## src/rtl/core/mcr_pkg.sv

```systemverilog
// Shared constants and types for the midpoint circle rasterizer.
// No dependencies; imported by every module of the block.
`default_nettype none

package mcr_pkg;

    // Default width of the octant point coordinates
    localparam int COORD_WIDTH_DEF = 12;
    // Fixed field widths
    localparam int DEC_W    = 14;
    localparam int PIX_W    = 13;
    localparam int CTR_W    = 11;
    localparam int RAD_W    = 10;
    localparam int STRIDE_W = 4;
    localparam int OCT_W    = 3;
    localparam int CFG_IDX_W  = 2;
    localparam int CFG_DATA_W = 11;

    // Depth of the job queue between front and back
    localparam int QUEUE_DEPTH = 2;

    // Configuration register indexes
    localparam logic [CFG_IDX_W-1:0] REG_CENTER_X = 2'd0;
    localparam logic [CFG_IDX_W-1:0] REG_CENTER_Y = 2'd1;
    localparam logic [CFG_IDX_W-1:0] REG_RADIUS   = 2'd2;
    localparam logic [CFG_IDX_W-1:0] REG_STRIDE   = 2'd3;

    // Final octant of a point
    localparam logic [OCT_W-1:0] OCT_LAST = 3'd7;

    // Reset value of the stride register
    localparam logic [STRIDE_W-1:0] STRIDE_RESET = 4'd1;

    // Live configuration
    typedef struct packed {
        logic [CTR_W-1:0]    center_x;
        logic [CTR_W-1:0]    center_y;
        logic [RAD_W-1:0]    radius;
        logic [STRIDE_W-1:0] stride;
    } t_cfg;

    // Queue status seen by the front
    typedef struct packed {
        logic full;
        logic empty;
    } t_q_status;

endpackage

`default_nettype wire

```

## src/rtl/core/mcr_queue.sv

```systemverilog
// Short register queue carrying point jobs from front to back.
// Depends on mcr_pkg for the depth.
`default_nettype none

module mcr_queue
    import mcr_pkg::*;
#(
    parameter int W = 25
) (
    input  wire logic         i_clk,
    input  wire logic         i_rst_n,
    input  wire logic         i_push,
    input  wire logic [W-1:0] i_data,
    input  wire logic         i_pop,
    output logic      [W-1:0] o_data,
    output t_q_status         o_status
);

    localparam int PTR_W = (QUEUE_DEPTH > 1) ? $clog2(QUEUE_DEPTH) : 1;
    localparam int CNT_W = $clog2(QUEUE_DEPTH + 1);

    logic [W-1:0]     r_mem [QUEUE_DEPTH];
    logic [PTR_W-1:0] r_wptr, n_wptr;
    logic [PTR_W-1:0] r_rptr, n_rptr;
    logic [CNT_W-1:0] r_cnt,  n_cnt;

    // pointer wrap at the queue depth
    function automatic logic [PTR_W-1:0] f_inc(input logic [PTR_W-1:0] p);
        logic [PTR_W-1:0] res;
        if (p == PTR_W'(QUEUE_DEPTH - 1)) begin
            res = '0;
        end else begin
            res = p + PTR_W'(1);
        end
        return res;
    endfunction

    assign o_status.full  = (r_cnt == CNT_W'(QUEUE_DEPTH));
    assign o_status.empty = (r_cnt == '0);
    assign o_data         = r_mem[r_rptr];

    // pointer and count update
    always_comb begin
        n_wptr = i_push ? f_inc(r_wptr) : r_wptr;
        n_rptr = i_pop  ? f_inc(r_rptr) : r_rptr;
        n_cnt  = r_cnt + CNT_W'(i_push) - CNT_W'(i_pop);
    end

    always_ff @(posedge i_clk) begin
        if (!i_rst_n) begin
            r_wptr <= '0;
            r_rptr <= '0;
            r_cnt  <= '0;
        end else begin
            r_wptr <= n_wptr;
            r_rptr <= n_rptr;
            r_cnt  <= n_cnt;
        end
    end

    // storage, no reset
    always_ff @(posedge i_clk) begin
        if (i_push) begin
            r_mem[r_wptr] <= i_data;
        end
    end

endmodule

`default_nettype wire

```

## src/rtl/core/mcr_front.sv

```systemverilog
// Front end: takes restart/advance items, holds the octant point and
// decision, and queues one job per advance while active. Depends on mcr_pkg.
`default_nettype none

module mcr_front
    import mcr_pkg::*;
#(
    parameter int COORD_WIDTH = COORD_WIDTH_DEF
) (
    input  wire logic                       i_clk,
    input  wire logic                       i_rst_n,
    input  wire logic                       i_in_valid,
    input  wire logic                       i_restart,
    output logic                            o_in_stall,
    input  wire t_cfg                       i_cfg,
    input  wire t_q_status                  i_q_status,
    output logic                            o_push,
    output logic      [2*COORD_WIDTH:0]     o_job
);

    logic signed [COORD_WIDTH-1:0] r_x, n_x;
    logic signed [COORD_WIDTH-1:0] r_y, n_y;
    logic signed [DEC_W-1:0]       r_p, n_p;
    logic                          r_active, n_active;

    logic                          accept;
    logic signed [COORD_WIDTH-1:0] step;
    logic signed [COORD_WIDTH-1:0] adv_x;
    logic signed [COORD_WIDTH-1:0] adv_y;
    logic signed [DEC_W-1:0]       ext_x;
    logic signed [DEC_W-1:0]       ext_y;
    logic signed [DEC_W-1:0]       p_mid;
    logic signed [DEC_W-1:0]       adv_p;
    logic                          fin;

    assign o_in_stall = i_q_status.full;
    assign accept     = i_in_valid && !i_q_status.full;

    // one midpoint step by the stride
    always_comb begin
        step  = COORD_WIDTH'(i_cfg.stride);
        adv_y = r_p[DEC_W-1] ? r_y : (r_y - step);
        ext_y = DEC_W'(adv_y);
        p_mid = r_p[DEC_W-1] ? r_p : (r_p - {ext_y[DEC_W-2:0], 1'b0});
        adv_x = r_x + step;
        ext_x = DEC_W'(adv_x);
        adv_p = p_mid + {ext_x[DEC_W-2:0], 1'b0} + DEC_W'(1);
        fin   = (adv_y < adv_x);
    end

    // job goes out with the point before the step
    assign o_push = accept && !i_restart && r_active;
    assign o_job  = {r_x, r_y, fin};

    // state update
    always_comb begin
        n_x      = r_x;
        n_y      = r_y;
        n_p      = r_p;
        n_active = r_active;
        if (accept) begin
            if (i_restart) begin
                n_x      = '0;
                n_y      = COORD_WIDTH'(i_cfg.radius);
                n_p      = DEC_W'(1) - DEC_W'(i_cfg.radius);
                n_active = 1'b1;
            end else if (r_active) begin
                n_x = adv_x;
                n_y = adv_y;
                n_p = adv_p;
                if (fin) begin
                    n_active = 1'b0;
                end
            end
        end
    end

    always_ff @(posedge i_clk) begin
        if (!i_rst_n) begin
            r_x      <= '0;
            r_y      <= '0;
            r_p      <= '0;
            r_active <= 1'b0;
        end else begin
            r_x      <= n_x;
            r_y      <= n_y;
            r_p      <= n_p;
            r_active <= n_active;
        end
    end

endmodule

`default_nettype wire

```

## src/rtl/core/mcr_back.sv

```systemverilog
// Back end: expands the queued point into eight mirrored pixels, one per
// cycle while the output is not stalled, through a single output register. Depends on mcr_pkg.
`default_nettype none

module mcr_back
    import mcr_pkg::*;
#(
    parameter int COORD_WIDTH = COORD_WIDTH_DEF
) (
    input  wire logic                   i_clk,
    input  wire logic                   i_rst_n,
    input  wire t_cfg                   i_cfg,
    input  wire t_q_status              i_q_status,
    input  wire logic [2*COORD_WIDTH:0] i_job,
    output logic                        o_pop,
    output logic                        o_out_valid,
    input  wire logic                   i_out_stall,
    output logic signed [PIX_W-1:0]     o_pixel_x,
    output logic signed [PIX_W-1:0]     o_pixel_y,
    output logic        [OCT_W-1:0]     o_octant,
    output logic                        o_last
);

    logic signed [COORD_WIDTH-1:0] job_x;
    logic signed [COORD_WIDTH-1:0] job_y;
    logic                          job_fin;

    logic [OCT_W-1:0]        r_oct, n_oct;
    logic                    r_valid;
    logic signed [PIX_W-1:0] r_px, r_py;
    logic [OCT_W-1:0]        r_oct_out;
    logic                    r_last;

    logic                    load;
    logic signed [PIX_W-1:0] off_a, off_b, dx, dy;
    logic signed [PIX_W-1:0] px, py;

    assign {job_x, job_y, job_fin} = i_job;

    assign load  = !i_q_status.empty && (!r_valid || !i_out_stall);
    assign o_pop = load && (r_oct == OCT_LAST);
    assign n_oct = load ? (r_oct + OCT_W'(1)) : r_oct;

    // octant bits: 0 swaps x/y, 1 negates dx, 2 negates dy
    always_comb begin
        off_a = PIX_W'(job_x);
        off_b = PIX_W'(job_y);
        dx    = r_oct[0] ? off_b : off_a;
        dy    = r_oct[0] ? off_a : off_b;
        if (r_oct[1]) begin
            dx = -dx;
        end
        if (r_oct[2]) begin
            dy = -dy;
        end
        px = PIX_W'(i_cfg.center_x) + dx;
        py = PIX_W'(i_cfg.center_y) + dy;
    end

    // control
    always_ff @(posedge i_clk) begin
        if (!i_rst_n) begin
            r_oct   <= '0;
            r_valid <= 1'b0;
        end else begin
            r_oct <= n_oct;
            if (load) begin
                r_valid <= 1'b1;
            end else if (!i_out_stall) begin
                r_valid <= 1'b0;
            end
        end
    end

    // output payload
    always_ff @(posedge i_clk) begin
        if (load) begin
            r_px      <= px;
            r_py      <= py;
            r_oct_out <= r_oct;
            r_last    <= job_fin && (r_oct == OCT_LAST);
        end
    end

    assign o_out_valid = r_valid;
    assign o_pixel_x   = r_px;
    assign o_pixel_y   = r_py;
    assign o_octant    = r_oct_out;
    assign o_last      = r_last;

endmodule

`default_nettype wire

```

## src/rtl/core/midpoint_circle_rasterizer_top.sv

```systemverilog
// Top level of the midpoint circle rasterizer: configuration registers,
// front end, job queue and back end. Depends on mcr_pkg, mcr_front,
// mcr_queue and mcr_back.
//
//   channel | direction | handshake                  | payload
//   --------+-----------+----------------------------+----------------------------------
//   in      | input     | i_in_valid / o_in_stall    | i_restart
//   out     | output    | o_out_valid / i_out_stall  | o_pixel_x, o_pixel_y, o_octant,
//           |           |                            | o_last
//   cfg     | input     | i_cfg_we                   | i_cfg_idx, i_cfg_data
//
// An active advance yields eight pixel transfers, one per cycle from the back end's
// output register while i_out_stall is low; a restart or an idle advance is
// handled in the front end alone and queues no job.
// The two-entry job queue lets the front take the next item while pixels drain.
// Reset (synchronous, active low) clears the point, decision, active flag,
// queue and output valid; stride resets to 1, other configuration registers to 0.
`default_nettype none

module midpoint_circle_rasterizer_top
    import mcr_pkg::*;
#(
    parameter int COORD_WIDTH = COORD_WIDTH_DEF
) (
    input  wire logic                  i_clk,
    input  wire logic                  i_rst_n,
    input  wire logic                  i_cfg_we,
    input  wire logic [CFG_IDX_W-1:0]  i_cfg_idx,
    input  wire logic [CFG_DATA_W-1:0] i_cfg_data,
    input  wire logic                  i_in_valid,
    output logic                       o_in_stall,
    input  wire logic                  i_restart,
    output logic                       o_out_valid,
    input  wire logic                  i_out_stall,
    output logic signed [PIX_W-1:0]    o_pixel_x,
    output logic signed [PIX_W-1:0]    o_pixel_y,
    output logic        [OCT_W-1:0]    o_octant,
    output logic                       o_last
);

    localparam int JOB_W = 2 * COORD_WIDTH + 1;

    t_cfg             r_cfg;
    t_q_status        q_status;
    logic             push;
    logic             pop;
    logic [JOB_W-1:0] job_in;
    logic [JOB_W-1:0] job_out;

    // configuration registers
    always_ff @(posedge i_clk) begin
        if (!i_rst_n) begin
            r_cfg.center_x <= '0;
            r_cfg.center_y <= '0;
            r_cfg.radius   <= '0;
            r_cfg.stride   <= STRIDE_RESET;
        end else if (i_cfg_we) begin
            unique case (i_cfg_idx)
                REG_CENTER_X: r_cfg.center_x <= i_cfg_data[CTR_W-1:0];
                REG_CENTER_Y: r_cfg.center_y <= i_cfg_data[CTR_W-1:0];
                REG_RADIUS:   r_cfg.radius   <= i_cfg_data[RAD_W-1:0];
                REG_STRIDE:   r_cfg.stride   <= i_cfg_data[STRIDE_W-1:0];
                default: ;
            endcase
        end
    end

    mcr_front #(
        .COORD_WIDTH(COORD_WIDTH)
    ) u_front (
        .i_clk      (i_clk),
        .i_rst_n    (i_rst_n),
        .i_in_valid (i_in_valid),
        .i_restart  (i_restart),
        .o_in_stall (o_in_stall),
        .i_cfg      (r_cfg),
        .i_q_status (q_status),
        .o_push     (push),
        .o_job      (job_in)
    );

    mcr_queue #(
        .W(JOB_W)
    ) u_queue (
        .i_clk    (i_clk),
        .i_rst_n  (i_rst_n),
        .i_push   (push),
        .i_data   (job_in),
        .i_pop    (pop),
        .o_data   (job_out),
        .o_status (q_status)
    );

    mcr_back #(
        .COORD_WIDTH(COORD_WIDTH)
    ) u_back (
        .i_clk       (i_clk),
        .i_rst_n     (i_rst_n),
        .i_cfg       (r_cfg),
        .i_q_status  (q_status),
        .i_job       (job_out),
        .o_pop       (pop),
        .o_out_valid (o_out_valid),
        .i_out_stall (i_out_stall),
        .o_pixel_x   (o_pixel_x),
        .o_pixel_y   (o_pixel_y),
        .o_octant    (o_octant),
        .o_last      (o_last)
    );

    // the last flag only rides on the final octant
    a_last_octant: assert property (@(posedge i_clk) disable iff (!i_rst_n)
        (o_out_valid && o_last) |-> (o_octant == OCT_LAST))
        else $error("last flag on an octant other than the final one");

    // queue is never written while full
    a_no_overflow: assert property (@(posedge i_clk) disable iff (!i_rst_n)
        push |-> !q_status.full)
        else $error("job queue overflow");

    // a pixel transfer mid-point is followed at once by the next octant
    a_octant_seq: assert property (@(posedge i_clk) disable iff (!i_rst_n)
        (o_out_valid && !i_out_stall && (o_octant != OCT_LAST))
        |=> (o_out_valid && (o_octant == $past(o_octant) + OCT_W'(1))))
        else $error("octant sequence broken");

endmodule

`default_nettype wire
```

## config.mk

```make
export PLATFORM = sky130hd
export DESIGN_NAME = midpoint_circle_rasterizer_top
export DESIGN_NICKNAME = d
export VERILOG_FILES = /design/src/rtl/core/mcr_pkg.sv /design/src/rtl/core/mcr_queue.sv /design/src/rtl/core/mcr_front.sv /design/src/rtl/core/mcr_back.sv /design/src/rtl/core/midpoint_circle_rasterizer_top.sv
export SDC_FILE = /design/constraint.sdc
export NUM_CORES = 1
export LEC_CHECK = 0
export ABC_AREA = 1
export BUFFER_PORTS_ARGS = -buffer_cell sky130_fd_sc_hd__buf_2
export CORE_ASPECT_RATIO = 0.6
export CORE_MARGIN = 10
export CORE_UTILIZATION = 54
export CTS_CLUSTER_DIAMETER = 30
export DETAILED_ROUTE_END_ITERATION = 8
export PLACE_DENSITY = 0.71
export SLEW_MARGIN = 20
export SYNTH_ARGS = -nofsm -noshare
export SYNTH_HDL_FRONTEND = slang
export SYNTH_SLANG_ARGS = --single-unit
export TNS_END_PERCENT = 10
```

## constraint.sdc

```tcl
create_clock -name i_clk -period 6.34 [get_ports i_clk]
set_input_delay 0.634 -clock i_clk [delete_from_list [all_inputs] [get_ports i_clk]]
set_output_delay 0.634 -clock i_clk [all_outputs]
set_load 0.03 [all_outputs]
```

==> qor.csv, run 1 <==
metric,value,unit
grt_setup_unrepaired,no,
ctsRootBufferMaster,clkbuf_16,
ir_worst_vdd,235,µV
clkLatencyLatePin,0.44,ns
finClkSkew,0.0101,ns
grt_pass1_wl,41100,µm
grt_max_degree,63,
fin_crit,4.72,ns
routed_wl,25600,µm
coreArea,0.0180,mm²
slew_violations,0,
first_pass_iters,5,
critPathSlowestCell,fa_1,
dp.final_hpwl,19300,µm
synthCells,1227,
max-slew-margin-rel,33.8,%
die_h,125,µm
clock-sinks,164,
ys_seq_area_share,41.6,%
hold_violations,0,
synth_edf_count,80,
cpMostUsedCell,o21ai_0,
cts.clk_slew.worst_paths,0.07,ns
yosys-top-cells-count,"234 x nand2_1, 151 x inv_1, 124 x o21ai_0",
cp.arrival,5.02,ns
synth-seq-cells,164,
ioPinCount,51,
yosysTopAreaCellShare,24.4,%
cts_max_level,4,
syn_to_final_growth,10.8,%
postCtsHoldBufs,0,
drv_cap,0,
met2_usage,28.3,%
n_antenna_cell,0,
grt_use_total,20.7,%
crit_path_end_kind,flip-flop,
gp_congestion,0.903,
grt_overflow_total,0,
max_freq,212,MHz
yosysUniqueCellTypes,48,
path_class,flip-flop to flip-flop,
antenna_found_initial,0,
place_area,0.0103,mm²
drc,0,
ff2ff_path_depth,30,
grtUsageMet1,31.6,%
netlist_top_cells_area,"edfxtp_1 24%, dfxtp_1 17%, nand2_1 8.9%, ha_1 8.3%, o21ai_0 6.3%",
fin_area,0.0109,mm²
busiest_layer,met1,
synthMostInstantiatedCell,nand2_1,
grt_pass1_vias,7727,
syn_area,0.00983,mm²
die_width,194,µm
syn_nets,1317,
tns,0,ns
viasPerCell,5.55,
start_util,54.7,%
final_cells,1520,
placed_cells,1488,
power.leakage,4.82,nW
met3_usage,5.65,%
crit_path_start_kind,flip-flop,
synth_top_area_cell,edfxtp_1,
drtAntennaViolNets,0,
final-setup-viol-count,0,
max_stage_delay,0.42,ns
hold_ws,0.460,ns
die_area,0.0242,mm²
post-route-period-util,74.4,%
rows,38,
wl_per_cell,16.9,µm
worstPathRequired,6.65,ns
synthArstFlopShare,0,%
postSynthAreaPerCell,8.01,µm²
tightest_slew,0.989,ns
final_nets,1357,
synth-main-ff-cell,dfxtp_1,
cts-resized-gates,0,
ys.warnings.count,0,
routed-via-count,8435,
cp_max_fo,5,
hold_depth,2,
status,"finished, final reports clean",
numCtsBuffers,17,
portBuffers,50,
clockBufferDepth,2,
post-cts-setup-buffers,0,
power_density,282,mW/mm²
worst_hold_path_type,flip-flop to flip-flop,
drive_gt1_share,9.53,%
drt_iter0_drc,959,
tritoncts,done,
-- worst max-delay path, delay by kind of cell (launching register included) --
| kind | cells | cell delay (ns) |
|---|---|---|
| XOR/XNOR | 1 | 0.16 |
| adder cells (fa/ha/maj) | 4 | 1.37 |
| AO/OA/AOI/OAI | 9 | 1.16 |
| flip-flops | 1 | 0.40 |
| AND/OR/NAND/NOR | 12 | 1.26 |
| buffers and inverters | 4 | 0.25 |
-- kinds of logic after synthesis --
| kind of cell | synth area share [%] |
|---|---|
| compound gates | 15.8 |
| fa+ha+maj | 9.50 |
| buf+inv | 7.78 |
| xor+xnor | 4.90 |
| simple gates | 19.0 |
| mux | 1.53 |
| flops | 41.6 |
-- stage by stage --
stage | power [W] | setup slack (ns) | utilization, %
floorplan | 0.00180 | 2.21 | -
global placement | 0.00198 | 1.80 | 57.2
detailed placement | 0.00200 | 1.70 | 57.2
CTS | 0.00307 | 1.66 | 60.6
global route | 0.00324 | 1.15 | 60.6
finish | 0.00307 | 1.62 | 60.6
-- final cells by class --
cell class,count,area [µm²]
Clock buffer,17,425
Clock inverter,15,180
Fill cell,1599,7090
Inverter,154,578
Multi-Input combinational cell,870,4990
Sequential cell,164,4080
Tap cell,240,300
Timing Repair Buffer,60,325
-- registers in the layout, summed over array words and instances, names as in the netlist, named ones only --
register            count
r_cfg                  36
u_front.r_p            14
u_front.r_y            12
u_back.o_out_valid      1
u_back.r_oct            3
u_queue.r_mem          50
u_queue.r_wptr          1
u_front.r_x            12
u_queue.r_rptr          1
u_front.r_active        1
u_back.o_pixel_x       13
u_back.o_pixel_y       13
u_back.o_last           1
u_back.o_octant         3
u_queue.r_cnt           2
-- metal layers --
metal / wire length, µm / vias to the layer above
met5: 0 / -
met1: 13000 / 3903
met3: 2340 / 21
li1: - / 4189
met4: 197 / 0
met2: 10100 / 322
-- placed cells by master (no fill, tap or decap), types with 17 or more instances in the layout --
master     instances
inv_1            150
clkbuf_16         17
o21ai_0          124
nand3_1           65
ha_1              65
dfxtp_1           84
edfxtp_1          80
nand2_1          234
buf_2             50
a21oi_1          109
xor2_1            43
nor2_1           100
-- final timing paths --
kind	start	endpoint	slack, ns
setup / recovery	u_front.r_y[0]	u_front.r_p[13]	1.62
hold / removal	r_cfg[4]	r_cfg[4]	0.46
setup reg to reg	u_front.r_y[0]	u_front.r_p[13]	1.62
hold reg to reg	r_cfg[4]	r_cfg[4]	0.46
-- power by group --
group	internal (W)	leakage [nW]	switching, W
clock network	0.000623	0.287	0.000451
registers	0.00116	1.41	0.0000338
logic	0.000276	3.12	0.000530
total	0.00206	4.82	0.00101
No activity file was read; power rests on OpenSTA's default activity.
==> run 2, diff against run 1 <==
--- a/config.mk
+++ b/config.mk
@@ -12,7 +12,7 @@
 export CORE_UTILIZATION = 54
 export CTS_CLUSTER_DIAMETER = 30
 export DETAILED_ROUTE_END_ITERATION = 8
-export PLACE_DENSITY = 0.71
+export PLACE_DENSITY = 0.73
 export SLEW_MARGIN = 20
 export SYNTH_ARGS = -nofsm -noshare
 export SYNTH_HDL_FRONTEND = slang
==> constraint.sdc (replaced) <==
create_clock -name i_clk -period 4.2 [get_ports i_clk]
set_input_delay 0.42 -clock i_clk [delete_from_list [all_inputs] [get_ports i_clk]]
set_output_delay 0.42 -clock i_clk [all_outputs]
set_load 0.03 [all_outputs]
==> run 2 against run 1 <==
Effect of this change: core utilization increased by 3.4 points; die area stayed put; register-to-register slack got worse by 1.6 ns; sequential power is 51% higher.
==> qor.csv, run 2 (synthesis gave the netlist of run 1 again) <==
metric,value,unit,change
status,"finished, final reports clean",,
cts_max_level,4,,unchanged
antenna_found_initial,0,,unchanged
grt_max_degree,43,,-32%
grt_setup_unrepaired,yes,,
crit_path_start_kind,flip-flop,,
n_antenna_cell,0,,unchanged
final-setup-viol-count,0,,unchanged
clock-sinks,164,,unchanged
viasPerCell,5.58,,+0.49%
portBuffers,50,,unchanged
tritoncts,done,,
final_common_cell,nand2_1,,
dp.final_hpwl,20300,µm,+5.4%
start_util,54.7,%,unchanged
ioPinCount,51,,unchanged
placed_cells,1528,,+2.7%
power_density,422,mW/mm²,+49%
max-slew-margin-rel,36.2,%,+2.3 points
ctsRootBufferMaster,clkbuf_16,,
cp_max_fo,3,,-2
tightest_slew,0.955,ns,-0.0339 ns
grt_use_total,22.3,%,+1.7 points
grt_pass1_wl,43900,µm,+7.0%
tns,0,ns,unchanged
drt_iter0_drc,967,,+0.83%
wl_per_cell,17.7,µm,+4.9%
die_width,194,µm,unchanged
final_nets,1407,,+3.7%
worstPathRequired,4.50,ns,-2.15 ns
drive_gt1_share,16.3,%,+6.7 points
slew_violations,0,,unchanged
postCtsHoldBufs,0,,unchanged
finClkSkew,0.0122,ns,+0.00205 ns
grt_overflow_total,0,,unchanged
drtAntennaViolNets,0,,unchanged
cp.arrival,4.49,ns,-0.53 ns
syn_to_final_growth,17.0,%,
post-route-period-util,99.8,%,+25 points
cp_top_family,simple AND/OR/NAND/NOR gates,,
hold_violations,0,,unchanged
routed-via-count,8750,,+3.7%
top_regs,"u_queue.r_mem (50), r_cfg (36), u_front.r_p (14)",,
final_cells,1569,,+3.2%
mostFrequentLayoutCells,"228 x nand2_1, 147 x inv_1, 115 x o21ai_0",,
critPathSlowestCell,fa_2,,
worst_hold_path_type,primary input to flip-flop,,
die_h,125,µm,unchanged
rows,38,,unchanged
utilization,64.0,%,+3.4 points
ir_worst_vdd,329,µV,+40%
hold_ws,0.261,ns,-0.199 ns
max_stage_delay,0.35,ns,-0.07 ns
power.leakage,5.11,nW,+6.0%
largest_reg_flops,50,,unchanged
fin_crit,4.19,ns,-0.528 ns
crit_path_end_kind,flip-flop,,
routed_wl,27800,µm,+8.2%
path_class,flip-flop to flip-flop,,
cts.clk_slew.worst_paths,0.07,ns,about the same
drc,0,,unchanged
first_pass_iters,5,,unchanged
regMostFlops,u_queue.r_mem,,
die_area,0.0242,mm²,unchanged
drv_cap,0,,unchanged
critPathBufInv,7,,+3
grt_pass1_vias,8225,,+6.4%
gp_congestion,0.900,,-0.38%
numCtsBuffers,17,,unchanged
coreArea,0.0180,mm²,unchanged
clkLatencyLatePin,0.43,ns,about the same
max_freq,239,MHz,+13%
clockBufferDepth,2,,unchanged
==> run 2: changes by cell type in the layout (fill, tap and decap cells not counted), moves of 6 or more <==
cell      change
a21oi_1      -14
buf_4        +49
clkbuf_1      +6
o21ai_0       -9
a21oi_2      +12
nand2_1       -6
==> run 2: final timing paths <==
| check | slack, ns | start | cells past startpoint | end |
|---|---|---|---|---|
| worst max-delay path | 0.009 | u_front.r_y[0] | 33 | u_front.r_p[12] |
| worst min-delay path | 0.26 | i_out_stall | 3 | u_back.o_out_valid |
| worst max register to register | 0.009 | u_front.r_y[0] | 33 | u_front.r_p[12] |
| worst min register to register | 0.45 | r_cfg[4] | 2 | r_cfg[4] |
==> run 2: what timing repair did <==
action,in CTS,in global routing
pin swaps,23,25
resized for setup,39,34
setup endpoints to repair,5,7
setup buffers,7,4
==> run 2: layer usage <==
layer	vias up	global-route usage, %	routed length (µm)
met5	-	0	0
met4	0	5.14	252
met3	23	5.32	2810
met2	388	32.0	11500
met1	4042	32.9	13200
li1	4297	-	-
==> run 2: area by class of cell <==
class | count | area [µm²]
fill | 1543 | 6480
sequential | 164 | 4090
inverter | 154 | 578
timing repair buffer | 110 | 704
tap | 240 | 300
clock inverter | 5 | 76.3
clock buffer | 26 | 489
multi-input combinational | 870 | 5260
==> run 2: stage by stage <==
stage / total power [W] / cell area, µm² / worst slack (ns)
3_3_place_gp: 0.00308 / 10600 / -0.261
5_1_grt: 0.00508 / 11500 / -0.301
3_5_place_dp: 0.00312 / 10600 / -0.388
2_1_floorplan: 0.00272 / 9830 / 0.0684
6_report: 0.00485 / 11500 / 0.00907
4_1_cts: 0.00473 / 11300 / -0.0695
==> run 2: worst register-to-register path: cells and delay by family, from the launching register on <==
kind,cells,cell delay [ns]
AOI/OAI and AO/OA,6,0.46
xor gates and xnor gates,1,0.17
adders and majority gates,4,1.13
buffers and inverters,7,0.63
DFF,1,0.33
and+or+nand+nor,15,1.35
==> run 2: power by group <==
group / leakage, nW / switching (W) / internal (W)
clock: 0.279 / 0.000630 / 0.000920
sequential: 1.41 / 0.0000491 / 0.00175
combinational: 3.42 / 0.000917 / 0.000580
